`config.mk`:
```
export PLATFORM = sky130hd
export DESIGN_NAME = seven_segment_scan_driver_unit
export DESIGN_NICKNAME = d
export VERILOG_FILES = /design/src/sssd_pkg.sv /design/src/seven_segment_scan_driver_unit.sv
export SDC_FILE = /design/constraint.sdc
export NUM_CORES = 1
export LEC_CHECK = 0
export ABC_AREA = 1
export BUFFER_PORTS_ARGS = -buffer_cell sky130_fd_sc_hd__buf_2
export CORE_ASPECT_RATIO = 0.8
export CORE_UTILIZATION = 50
export DETAILED_ROUTE_END_ITERATION = 7
export PLACE_DENSITY_LB_ADDON = 0.25
export SYNTH_ARGS = -nofsm -noshare
export SYNTH_HDL_FRONTEND = slang
export SYNTH_SLANG_ARGS = --single-unit
```
`constraint.sdc`:
```
create_clock -name clk -period 16.4 [get_ports clk]
set_clock_uncertainty 0.1 [all_clocks]
set_input_delay 3.28 -clock clk [delete_from_list [all_inputs] [get_ports clk]]
set_output_delay 3.28 -clock clk [all_outputs]
set_load 0.02 [all_outputs]
```
`src/sssd_pkg.sv`:
```
// Shared types and constants for the seven-segment scan driver.
package sssd_pkg;

  // Number of digit slots that are stored and scanned.
  localparam int unsigned SLOT_COUNT = 6;
  // Slots below this index go to segment bank 0, the rest to bank 1.
  localparam int unsigned BANK_SPLIT = 3;
  localparam int unsigned SLOT_W     = $clog2(SLOT_COUNT);

  // Request action codes.
  typedef enum logic [1:0] {
    ACT_SET   = 2'd0,
    ACT_TICK  = 2'd1,
    ACT_BLANK = 2'd2
  } action_t;

  typedef logic [3:0] digit_t;
  typedef logic [7:0] seg_t;

  localparam seg_t DOT_BIT    = 8'h80;
  localparam seg_t SELECT_OFF = 8'hFF;

  // Segment pattern (a..g on bits 0..6) for a decimal digit.
  function automatic seg_t seg_pattern(input digit_t d);
    seg_t p;
    begin
      case (d)
        4'd0:    p = 8'h3F;
        4'd1:    p = 8'h06;
        4'd2:    p = 8'h5B;
        4'd3:    p = 8'h4F;
        4'd4:    p = 8'h66;
        4'd5:    p = 8'h6D;
        4'd6:    p = 8'h7D;
        4'd7:    p = 8'h07;
        4'd8:    p = 8'h7F;
        4'd9:    p = 8'h6F;
        default: p = 8'h00;
      endcase
      return p;
    end
  endfunction

endpackage

```
`src/seven_segment_scan_driver_unit.sv`:
```
// Top level of the multiplexed seven-segment scan driver.
//
// The block takes requests on the input channel (in_valid/in_ready) and
// delivers results on the output channel (out_valid/out_ready). A set
// request splits first_value and second_value into their hundreds, tens and
// units digits for slots 0-2 and 3-5 and marks up to two decimal points;
// it gives no result. A tick request drives one slot: the active-low
// one-hot digit select, the segment byte with the dot on bit 7 and the
// segment bank, then steps the slot counter modulo six. A blank request
// gives select 0xFF and segments 0. Action code 3 is dropped.
//
// A request is captured in an input register and is applied from there:
// it updates the stored digits and loads the result register, a tick or
// blank waiting there until the result register is free. One request
// per cycle is accepted while results are taken; the figure is set by the
// single pass through digit split and segment lookup between those registers.
// When the receiver stalls, the result register holds and the input
// register fills; after that in_ready drops until the result is taken.
// Synchronous reset clears all digits and dots to zero, the slot counter
// to slot 0 and empties both registers.
module seven_segment_scan_driver_unit (
  input  logic        clk,
  input  logic        rst,
  input  logic        in_valid,
  output logic        in_ready,
  input  logic [1:0]  action,
  input  logic [15:0] first_value,
  input  logic [15:0] second_value,
  input  logic [2:0]  first_dot,
  input  logic [2:0]  second_dot,
  output logic        out_valid,
  input  logic        out_ready,
  output logic [7:0]  digit_select,
  output logic [7:0]  segments,
  output logic        bank
);
  import sssd_pkg::*;

  // Input register.
  logic        s1_valid;
  logic [1:0]  s1_action;
  logic [15:0] s1_first;
  logic [15:0] s1_second;
  logic [2:0]  s1_first_dot;
  logic [2:0]  s1_second_dot;

  // Display state.
  digit_t                 slot_digits [SLOT_COUNT];
  logic [SLOT_COUNT-1:0]  slot_dots;
  logic [SLOT_W-1:0]      scan_position;
  logic [SLOT_W-1:0]      scan_position_next;

  logic s1_has_result;
  logic s1_fire;
  logic out_free;
  logic is_set;
  logic is_tick;
  logic is_blank;

  logic [11:0]           first_digits;
  logic [11:0]           second_digits;
  logic [SLOT_COUNT-1:0] dots_next;
  seg_t                  tick_segments;
  seg_t                  tick_select;

  // Split the low three decimal digits of a 16-bit value using reciprocal
  // multiplies; each quotient is exact over the whole 16-bit range.
  function automatic logic [11:0] split_digits(input logic [15:0] v);
    logic [35:0] p10;
    logic [32:0] p100;
    logic [32:0] p1000;
    logic [15:0] q10;
    logic [15:0] q100;
    logic [15:0] q1000;
    logic [15:0] units;
    logic [15:0] tens;
    logic [15:0] hundreds;
    begin
      p10      = 36'(v) * 36'd52429;
      p100     = 33'(v) * 33'd83887;
      p1000    = 33'(v) * 33'd67109;
      q10      = 16'(p10[34:19]);
      q100     = 16'(p100[32:23]);
      q1000    = 16'(p1000[32:26]);
      units    = v - ((q10 << 3) + (q10 << 1));
      tens     = q10 - ((q100 << 3) + (q100 << 1));
      hundreds = q100 - ((q1000 << 3) + (q1000 << 1));
      return {hundreds[3:0], tens[3:0], units[3:0]};
    end
  endfunction

  always_comb begin
    is_set   = 1'b0;
    is_tick  = 1'b0;
    is_blank = 1'b0;
    case (s1_action)
      ACT_SET:   is_set   = 1'b1;
      ACT_TICK:  is_tick  = 1'b1;
      ACT_BLANK: is_blank = 1'b1;
      default: begin
      end
    endcase
  end

  // A request that gives no result never waits on the output side.
  assign s1_has_result = is_tick || is_blank;
  assign out_free      = !out_valid || out_ready;
  assign s1_fire       = s1_valid && (!s1_has_result || out_free);
  assign in_ready      = !s1_valid || s1_fire;

  assign first_digits  = split_digits(s1_first);
  assign second_digits = split_digits(s1_second);

  // A dot position outside the scanned slots marks nothing.
  always_comb begin
    dots_next = '0;
    for (int i = 0; i < SLOT_COUNT; i++) begin
      if ((32'(s1_first_dot) == i) || (32'(s1_second_dot) == i)) begin
        dots_next[i] = 1'b1;
      end
    end
  end

  always_comb begin
    tick_segments = seg_pattern(slot_digits[scan_position]);
    if (slot_dots[scan_position]) begin
      tick_segments = tick_segments | DOT_BIT;
    end
    tick_select = ~(8'd1 << scan_position);
    if (32'(scan_position) == SLOT_COUNT - 1) begin
      scan_position_next = '0;
    end else begin
      scan_position_next = scan_position + 1'b1;
    end
  end

  always_ff @(posedge clk) begin
    if (rst) begin
      s1_valid <= 1'b0;
    end else if (in_ready) begin
      s1_valid <= in_valid;
    end
  end

  always_ff @(posedge clk) begin
    if (in_ready && in_valid) begin
      s1_action     <= action;
      s1_first      <= first_value;
      s1_second     <= second_value;
      s1_first_dot  <= first_dot;
      s1_second_dot <= second_dot;
    end
  end

  always_ff @(posedge clk) begin
    if (rst) begin
      for (int i = 0; i < SLOT_COUNT; i++) begin
        slot_digits[i] <= '0;
      end
      slot_dots     <= '0;
      scan_position <= '0;
    end else if (s1_fire) begin
      if (is_set) begin
        for (int i = 0; i < SLOT_COUNT; i++) begin
          if (i < 3) begin
            slot_digits[i] <= first_digits[(2 - i) * 4 +: 4];
          end else if (i < 6) begin
            slot_digits[i] <= second_digits[(5 - i) * 4 +: 4];
          end else begin
            slot_digits[i] <= '0;
          end
        end
        slot_dots <= dots_next;
      end else if (is_tick) begin
        scan_position <= scan_position_next;
      end
    end
  end

  always_ff @(posedge clk) begin
    if (rst) begin
      out_valid <= 1'b0;
    end else if (s1_fire && s1_has_result) begin
      out_valid <= 1'b1;
    end else if (out_ready) begin
      out_valid <= 1'b0;
    end
  end

  always_ff @(posedge clk) begin
    if (s1_fire && s1_has_result) begin
      if (is_tick) begin
        digit_select <= tick_select;
        segments     <= tick_segments;
        bank         <= (32'(scan_position) >= BANK_SPLIT);
      end else begin
        digit_select <= SELECT_OFF;
        segments     <= '0;
        bank         <= 1'b0;
      end
    end
  end

  // The slot counter never leaves the scanned range.
  a_scan_range: assert property (@(posedge clk) disable iff (rst)
    32'(scan_position) < SLOT_COUNT)
    else $error("scan position out of range");

  // A driven slot enables exactly one digit.
  a_one_digit: assert property (@(posedge clk) disable iff (rst)
    out_valid && (digit_select != SELECT_OFF) |-> $countones(~digit_select) == 1)
    else $error("digit select is not one-hot");

  // A blanked result carries no segments and bank 0.
  a_blank_dark: assert property (@(posedge clk) disable iff (rst)
    out_valid && (digit_select == SELECT_OFF) |-> (segments == '0) && !bank)
    else $error("blank result drives segments");

  // A tick or blank request that leaves the input register shows a result.
  a_result_follows: assert property (@(posedge clk) disable iff (rst)
    s1_fire && s1_has_result |=> out_valid)
    else $error("result lost");

  // A set request moves no scan position.
  a_set_keeps_scan: assert property (@(posedge clk) disable iff (rst)
    s1_fire && is_set |=> $stable(scan_position))
    else $error("set request moved the scan position");

endmodule

```
==> results.md, run 1 <==
* Post-synthesis sequential area ratio at 10.05%
* Post-synth top area cell: fa_1
* Ant. Diodes at 0
* CTS sink count at 95
* Top Ports at 63
* Synthesis-to-finish area growth at 5.746%
* Die width at 261.7 um
* Slowest cell on crit path: buf_2
* Synth async-reset ratio at 0%
* TritonCTS Buffers at 9
* H-tree depth at 3
* Antenna violations before repair at 0
* Cell Chain, Critical Path: buf_2 -> inv_1 -> nand4_1 -> buf_2
* Initial Util at 51.07%
* GR Util All Layers at 25.91%
* Initial DRT Pass Iterations at 7
* Critical path type: input port to output port
* Crit path max fanout at 3
* Setup violators final at 0
* Synth cell types at 47
* Clock slew at reported path FFs at about 0.070 ns
* Worst Hold Class: register to register
* Synth top area cells: fa_1 (30%), ha_1 (27%), inv_1 (14%)
* Nets@finish at 4306
* Post-Synthesis Cells at roughly 3200
* Most frequent CP cell: buf_2
* Number of port buffers at 62
* Die area at 54900 um^2
* CTS resizes at 0
* Yosys reg bits at 95
* Post-synth EDFFs at slightly above 80
* Core area at 52830 um^2
* Outcome: finished with violations
* Dpl hpwl at 56980 um
* R2r setup slk at 9.55 ns
* Dominant synthesized flop cell: edfxtp_1
* Routed via count at 19602
* Gr ovfl total at 0
* Via density at 4.943
* Post-route ant nets at 0
* Min cycle time layout at 7.149 ns
* WL/cell at 16.67 um
* Yosys warning count at 0
* Reg-to-reg startpoint: s1_first[5]
* Die height at between 200 and 250 um
* Syn Std Cell Area at 26980 um^2
* WP data arrival at 3.77 ns
* Rows at 75
* Top cell type's share of synthesized area at 30.12%
* Fmax at ~0.14 GHz
* Worst r2r dst: slot_digits[1][3]
* End of the critical path: in_ready
* Startpoint types: input port
* Post-CTS Setup Inserts at 0
* Number of global-route vias before repair at 20090
* Mapped Nets at 4226
* First-pass GRT wire length at approximately 110000 um
* Final Hold Fails at 0
* Initial DRC count at 1257
* Clock Latency Late Sink at roughly 0.4 ns
* R2R cell count at 27
* Relative slew margins at approximately 28%
* Total Wirelength at 66100 um
* CP peak stage delay at between 0.15 and 0.2 ns
* Syn Area/Cell at 8.463 um^2
* Post-CTS Hold Fix Bufs at 0
* Crit path from: out_ready
* RSZ-0062 raised after global routing: false
* Number of max-cap violations at 0
* Fraction of layout cells with a size suffix above 1 at 3.941%
* GP Congestion at 0.9592
* Setup TNS at 0 ns
* Setup crit end kind: output port
* Tcrit/Tclk final at 43.59%
* CTS Root Buffer Type: clkbuf_16
* Slew Limit Fails at 0
* DRC errors left at 1
* Failing checks: DRC
* Slew at the pin closest to its max-slew limit at 1.078 ns
* Largest net degree at the start of global routing at 41
* TritonCTS clock tree: done
* Clk buf depth at 2
* CP required at 13.02 ns
## through the flow
step                      util (%)  cells  setup slack (ns)  area [um^2]  hold WS, ns
final                        54.00   3966             9.251        28530       0.3816
after global routing         54.00   3966             9.205        28530       0.4159
after CTS                    54.00   3966             9.246        28530       0.3871
after detailed placement     53.40   3950             9.249        28210       0.3743
after global placement       53.40   3950             9.269        28210       0.3665
after floorplan                  -   3188             9.426        26980       0.3451
## per-layer routing
metal	part of all wire, %	track usage [%]	routed length [um]	vias to the layer above
li1	-	-	-	9816
met1	51	40.16	33420	9171
met2	38	35.17	25230	568
met3	10	8.345	6703	47
met4	1.1	3.949	750	0
met5	0	0	0	-
## how the worst min path moves through the flow
stage / start / to / slack [ns] / depth (start not counted)
2_1_floorplan: slot_dots[2] / slot_dots[2] / 0.35 / 2
3_3_place_gp: slot_dots[1] / slot_dots[1] / 0.37 / 2
3_5_place_dp: slot_dots[3] / slot_dots[3] / 0.37 / 2
4_1_cts: slot_dots[1] / slot_dots[1] / 0.39 / 2
5_1_grt: slot_dots[0] / slot_dots[0] / 0.42 / 2
6_report: slot_dots[1] / slot_dots[1] / 0.38 / 2
## critical path, delay by kind of cell
kind	cells	cell delay (ns)
simple gates	1	0.12
buf+inv	3	0.37
## flip-flops by register name, indices dropped and copies added, names as in the netlist, named ones only
name           count
slot_digits       24
s1_first          16
s1_second         16
digit_select       8
segments           8
slot_dots          6
s1_first_dot       3
s1_second_dot      3
scan_position      3
s1_action          2
bank               1
out_valid          1
s1_valid           1
## cells in the mapped netlist (3+ instances only)
cell type and n:
inv_1 996, ha_1 588, nand2_1 555, fa_1 406, nor2_1 151, a21oi_1 102
nand3_1 82, edfxtp_1 81, o21ai_0 29, nand4_1 28, xor2_1 21, xnor2_1 15
dfxtp_1 14, nor3_1 13, nand2_2 12, a21o_1 9, nand3_2 8, nand3b_1 8
o21a_1 8, inv_2 6, nor2_2 5, o21ai_1 5, o21bai_1 5, o22ai_1 5
a211oi_1 4, a32o_1 4, a31oi_1 3
## final cells by class
class | instances | area, um^2
sequential | 95 | 2713
tap | 693 | 867.1
fill | 4975 | 24300
timing repair buffer | 74 | 400.4
inverter | 1003 | 3765
multi-input combinational | 2085 | 20470
clock inverter | 7 | 91.34
clock buffer | 9 | 225.2
## cells by family (layout without fill, tap and decap cells)
logic type | count (synthesis) | count (layout) | share of synthesized area [%]
and+or+nand+nor | 871 | 871 | 13.41
buffers and inverters | 1008 | 1093 | 14.08
DFF | 95 | 95 | 10.05
xor gates and xnor gates | 36 | 36 | 1.169
AOI/OAI and AO/OA | 184 | 184 | 3.895
adders and majority gates | 994 | 994 | 57.39
## layout by cell type, fill, tap and decap left out, types with 9 or more instances in the layout
master | Yosys | routed
dfxtp_1 | 14 | 14
buf_4 | 1 | 12
nand3_1 | 82 | 82
edfxtp_1 | 81 | 81
xnor2_1 | 15 | 15
buf_2 | 1 | 62
o21ai_0 | 29 | 29
nand2_1 | 555 | 555
fa_1 | 406 | 406
inv_1 | 996 | 995
a21o_1 | 9 | 9
nand4_1 | 28 | 28
xor2_1 | 21 | 21
nand2_2 | 12 | 12
nor2_1 | 151 | 151
clkbuf_16 | 0 | 9
nor3_1 | 13 | 13
a21oi_1 | 102 | 102
ha_1 | 588 | 588
Power of run 1 is left out: the tool's default activity adds up to more than one toggle a clock period on the data nets, which glitch-free logic cannot reach.
==> run 2, diff against run 1 <==
Clock period 16.4 ns to 6.7 ns, I/O delays scaled along.
==> run 2 against run 1 <==
  * The run still ends with DRC left
  * Critical path depth is 22 higher
  * Highest routed layer unchanged
  * First-iteration DRC count is 21% higher
  * Sequential cell count stayed put
  * Global-route usage is 1.5 points higher
  * Sequential share of layout area is 0.12 points lower
  * Critical path type is now register to register
  * Largest cell class unchanged
==> results.md, run 2 (synthesis gave the netlist of run 1 again) <==
* Die area at 54900 um^2
* Register area at between 2000 and 3000 um^2
* Setup crit end kind: register
* Die width at 261.7 um
* TritonCTS clock tree: done
* Clock slew at reported path FFs at 0.09 ns
* Initial Util at 51.07%
* Clk buf depth at 2
* Crit path max fanout at 5
* Fraction of layout cells with a size suffix above 1 at 5.273%
* Clock Latency Late Sink at 0.41 ns
* Fmax at 0.1577 GHz
* WP data arrival at 6.40 ns
* Setup TNS at 0 ns
* R2R cell count at 26
* Post-Place Setup Slack at 0.3608 ns
* Tcrit/Tclk final at 94.63%
* Routed via count at slightly above 20000
* Hold_sp: slot_dots[0]
* Fin Hold WS at 0.3802 ns
* Die height at 209.8 um
* Critical path type: register to register
* Antenna violations before repair at 0
* CTS resizes at 0
* Largest registers: slot_digits: 24 flops, s1_first: 16 flops, s1_second: 16 flops
* Rows at 75
* Total Wirelength at about 70000 um
* Slew Limit Fails at 0
* Number of port buffers at 62
* Relative slew margins at 26.98%
* TritonCTS Buffers at 9
* WL/cell at 17.50 um
* R2r setup slk at 0.36 ns
* Placed cells at between 3000 and 4000
* Max reg flops at 24
* Slew at the pin closest to its max-slew limit at roughly 1.1 ns
* Worst Hold Class: register to register
* Non-Filler Instances at 4012
* CP required at 6.76 ns
* Outcome: finished with violations
* Gr ovfl total at 0
* Worst Hold Endpoint: slot_dots[0]
* RSZ-0062 raised after global routing: false
* Largest register by flop count: slot_digits
* DRC errors left at 1
* Post-CTS Hold Fix Bufs at 0
* Multi-input combinational cell area at just over 20000 um^2
* CTS Root Buffer Type: clkbuf_16
* Final Hold Fails at 0
* H-tree depth at 3
* Via density at 5.022
* Nets@finish at 4352
* Largest net degree at the start of global routing at 41
* GR Util All Layers at a little over a quarter
* Ant. Diodes at 0
* Most frequent cells in the layout: inv_1 (995), ha_1 (588), nand2_1 (555)
* Slack of the critical path at around 0.36 ns
* Worst r2r dst: slot_digits[1][3]
* CTS sink count at 95
* GP Congestion at 1.047
* Startpoint types: register
* Dpl hpwl at ~62000 um
* Reg-to-reg startpoint: s1_first[14]
* Most common cell after layout, fill and taps aside: inv_1
* Min cycle time layout at ~6.3 ns
* Number of max-cap violations at 0
* Initial DRT Pass Iterations at 8
* First-pass GRT wire length at 113300 um
* Hold path cells at 2
* Post-route ant nets at 0
* Layout filler cell count at 4975
* Setup violators final at 0
* Core area at 52830 um^2
* Top Ports at 63
* Initial DRC count at 1522
* Number of global-route vias before repair at between 20000 and 25000
* Failing checks: DRC
* Synthesis-to-finish area growth at 7.067%
## run 2: worst max-delay path, stage by stage (launching register included)
cell and delay [ns]:
edfxtp_1 0.42, buf_4 0.21, inv_1 0.12, ha_1 0.25, inv_1 0.29, fa_1 0.51
inv_1 0.08, fa_1 0.40, inv_1 0.08, fa_1 0.43, fa_1 0.52, fa_1 0.48
ha_1 0.33, a21o_1 0.21, a21oi_1 0.13, nor2_1 0.05, nor3_1 0.28, nand3_1 0.12
nand2_1 0.07, nand2_1 0.20, ha_1 0.40, nand3_1 0.11, nand2_1 0.06, inv_1 0.06
nand3_1 0.07, nand2_1 0.06, nor2_1 0.04
## run 2: metal layers
layer | GRT usage [%] | routed length, um | up-vias
li1 | - | - | 9900
met1 | 42.05 | 34820 | 9557
met2 | 36.63 | 26350 | 646
met3 | 10.88 | 8406 | 46
met4 | 3.308 | 651 | 0
met5 | 0 | 0 | -
## run 2: worst max-delay path by stage
stage,slack (ns),end,startpoint,cells after the start
final,0.36,slot_digits[1][3],s1_first[14],26
after global routing,0.02,slot_digits[1][3],s1_first[15],26
after floorplan,0.80,slot_digits[0][3],s1_first[13],26
after detailed placement,0.36,slot_digits[1][3],s1_first[5],28
after CTS,0.34,slot_digits[1][3],s1_first[5],28
after global placement,0.47,slot_digits[3][3],s1_second[1],27
## run 2: stage by stage
stage | utilization (%) | instance area, um^2
detailed placement | 54.03 | 28540
global route | 54.68 | 28890
finish | 54.68 | 28890
global placement | 54.03 | 28540
floorplan | - | 26980
CTS | 54.65 | 28870
## run 2: area by class of cell
cell class                      count  share of cell area, %
Multi-Input combinational cell   2085                  70.86
Inverter                         1003                  13.03
Sequential cell                    95                  9.390
Tap cell                          693                  3.002
Timing Repair Buffer              120                  2.581
Clock buffer                        9                 0.7796
Clock inverter                      7                 0.3552
## run 2: what timing repair did
action                                  4_1_cts  5_1_grt
buffers inserted                              0        2
endpoints found under the setup margin        0        3
hold endpoints to repair                      0        0
Power of run 2 is left out for the same reason.
==> run 3, diff against run 2 <==
Settings changed: MAX_ROUTING_LAYER set to met4.
==> run 3 against run 2 <==
  * The run still ends with DRC left
  * Via count up 0.20%
  * Design area about the same
  * Cell count stayed put
  * Global-route usage up 0.71 points
  * First-iteration DRC count shrank 8.9%
  * Sequential share of layout area about the same
  * Hold slack better by 0.0011 ns
  * Core utilization hardly changed
  * Worst setup slack got worse by 0.024 ns
  * Clock-buffer cell count is the same
  * Register-to-register slack lost 0.02 ns
  * Critical endpoint is now slot_digits[4][3]
  * Highest routed layer unchanged
==> results.md, run 3 (synthesis gave the netlist of run 1 again) <==
* Slew Limit Fails at 0
* Setup TNS at 0 ns
* Die height at 209.8 um
* CTS sink count at 95
* Slack of the critical path at 0.3356 ns
* First-pass GRT wire length at roughly 110000 um
* Crit path max fanout at 7
* Total Wirelength at roughly 70000 um
* Core area at 52830 um^2
* Outcome: finished with violations
* Initial DRC count at 1386
* TritonCTS Buffers at 9
* Number of global-route vias before repair at 20506
* Setup violators final at 0
* DRC errors left at 2
* Worst Hold Class: register to register
* Clock slew at reported path FFs at around 0.08 ns
* Critical path type: register to register
* Number of port buffers at 62
* Crit path from: s1_second[6]
* Most common cell after layout, fill and taps aside: inv_1
* TritonCTS clock tree: done
* Antenna violations before repair at 1
* Initial Util at 51.07%
* CP peak stage delay at 0.75 ns
* R2R cell count at 21
* Slew at the pin closest to its max-slew limit at 1.058 ns
* Metal3 WL at roughly 8400 um
* WL/cell at approximately 17 um
* CTS Root Buffer Type: clkbuf_16
* Layout filler cell count at 4950
* Top Ports at 63
* Most frequent CP cell: fa_1
* Largest net degree at the start of global routing at 41
* Cell Chain, Critical Path: buf_4 -> ha_1 -> inv_1 -> fa_1 -> fa_1 -> fa_1 -> inv_1 -> fa_1 -> ha_1 -> ha_1 -> nand4_1 -> nor2_1 -> nand3b_1 -> nand3_1 -> nand3_1 -> nand2_1 -> nand3_1 -> nand2_1 -> inv_2 -> nor2_1 -> nor2_2
* Clk buf depth at 2
* Fraction of layout cells with a size suffix above 1 at 5.244%
* Failing checks: DRC
* H-tree depth at 3
* Tcrit/Tclk final at 94.99%
* Post-Place Setup Slack at around 0.4 ns
* Most frequent cells in the layout: inv_1 (995), ha_1 (588), nand2_1 (555)
* Clock Latency Late Sink at 0.40 ns
* Dpl hpwl at 62150 um
* Synthesis-to-finish area growth at 7.007%
* GR Util All Layers at 28.13%
* Die width at ~260 um
* Post-CTS Hold Fix Bufs at 0
* Met1 wire length at between 30000 and 40000 um
* RSZ-0062 raised after global routing: false
* Worst r2r dst: slot_digits[4][3]
* Post-route ant nets at 0
* Fmax at 0.1571 GHz
* GP Congestion at 1.060
* Final Hold Fails at 0
* Setup crit end kind: register
* Initial DRT Pass Iterations at 7
* Slowest cell on crit path: edfxtp_1
* Min cycle time layout at 6.364 ns
* Die area at 54900 um^2
* Relative slew margins at slightly below 30%
* Metal2 WL at 26090 um
* CP required at 6.75 ns
* Gr ovfl total at 0
* Max reg flops at 24
* R2r setup slk at 0.34 ns
* Routed via count at 20189
* Startpoint types: register
* Nets@finish at 4351
* Via density at 5.032
* WP data arrival at between 6 and 7 ns
* Reg-to-reg startpoint: s1_second[6]
* Largest register by flop count: slot_digits
* Largest registers: slot_digits: 24 flops, s1_first: 16 flops, s1_second: 16 flops
* Rows at 75
* End of the critical path: slot_digits[4][3]
* Highest routed layer: met4
* Number of max-cap violations at 0
[run 3: changes by cell type in the layout (fill, tap and decap cells not counted), sizes merged]
| cell | previous run | this run |
|---|---|---|
| buf | 120 | 119 |
| diode | 0 | 1 |
| inv | 1004 | 1005 |
| bufinv | 1 | 0 |
[run 3: critical path: cells and delay by family, from the launching register on]
| family | cells | cell delay (ns) |
|---|---|---|
| adders and majority gates | 7 | 3.19 |
| buffers and inverters | 4 | 0.52 |
| DFF | 1 | 0.75 |
| and+or+nand+nor | 10 | 1.55 |
[run 3: cell type report]
| type | instances | area [um^2] | share of cell area (%) |
|---|---|---|---|
| Clock buffer | 9 | 225.2 | 0.7801 |
| Multi-Input combinational cell | 2085 | 20470 | 70.90 |
| Antenna cell | 1 | 2.502 | 0.008667 |
| Inverter | 1003 | 3765 | 13.04 |
| Sequential cell | 95 | 2713 | 9.395 |
| Clock inverter | 7 | 91.34 | 0.3164 |
| Timing Repair Buffer | 119 | 738.2 | 2.557 |
| Tap cell | 693 | 867.1 | 3.003 |
[run 3: how the worst min path moves through the flow]
stage / slack, ns / startpoint / to / depth (start not counted)
after detailed placement: 0.37 / slot_dots[0] / slot_dots[0] / 2
after CTS: 0.39 / slot_dots[0] / slot_dots[0] / 2
final: 0.38 / slot_dots[0] / slot_dots[0] / 2
after global placement: 0.37 / slot_dots[2] / slot_dots[2] / 2
after floorplan: 0.35 / slot_dots[2] / slot_dots[2] / 2
after global routing: 0.40 / slot_dots[2] / slot_dots[2] / 2
[run 3: stage by stage]
stage,std cells,area [um^2],hold slack (ns),util [%]
2_1_floorplan,3188,26980,0.3451,-
3_3_place_gp,3993,28540,0.3684,54.02
3_5_place_dp,3993,28540,0.3720,54.02
4_1_cts,4009,28850,0.3857,54.61
5_1_grt,4011,28870,0.4044,54.64
6_report,4012,28870,0.3813,54.65
[run 3: repair_timing]
action,CTS,global route
endpoints found under the setup margin,0,1
setup buffers,0,2
resized for setup,0,0
[run 3: layer usage]
| layer | track usage, % | vias to the layer above |
|---|---|---|
| met4 | 4.912 | 0 |
| met5 | - | - |
| met3 | 11.22 | 59 |
| met2 | 35.96 | 685 |
| met1 | 41.46 | 9526 |
| li1 | - | 9919 |
Power of run 3 is left out for the same reason.
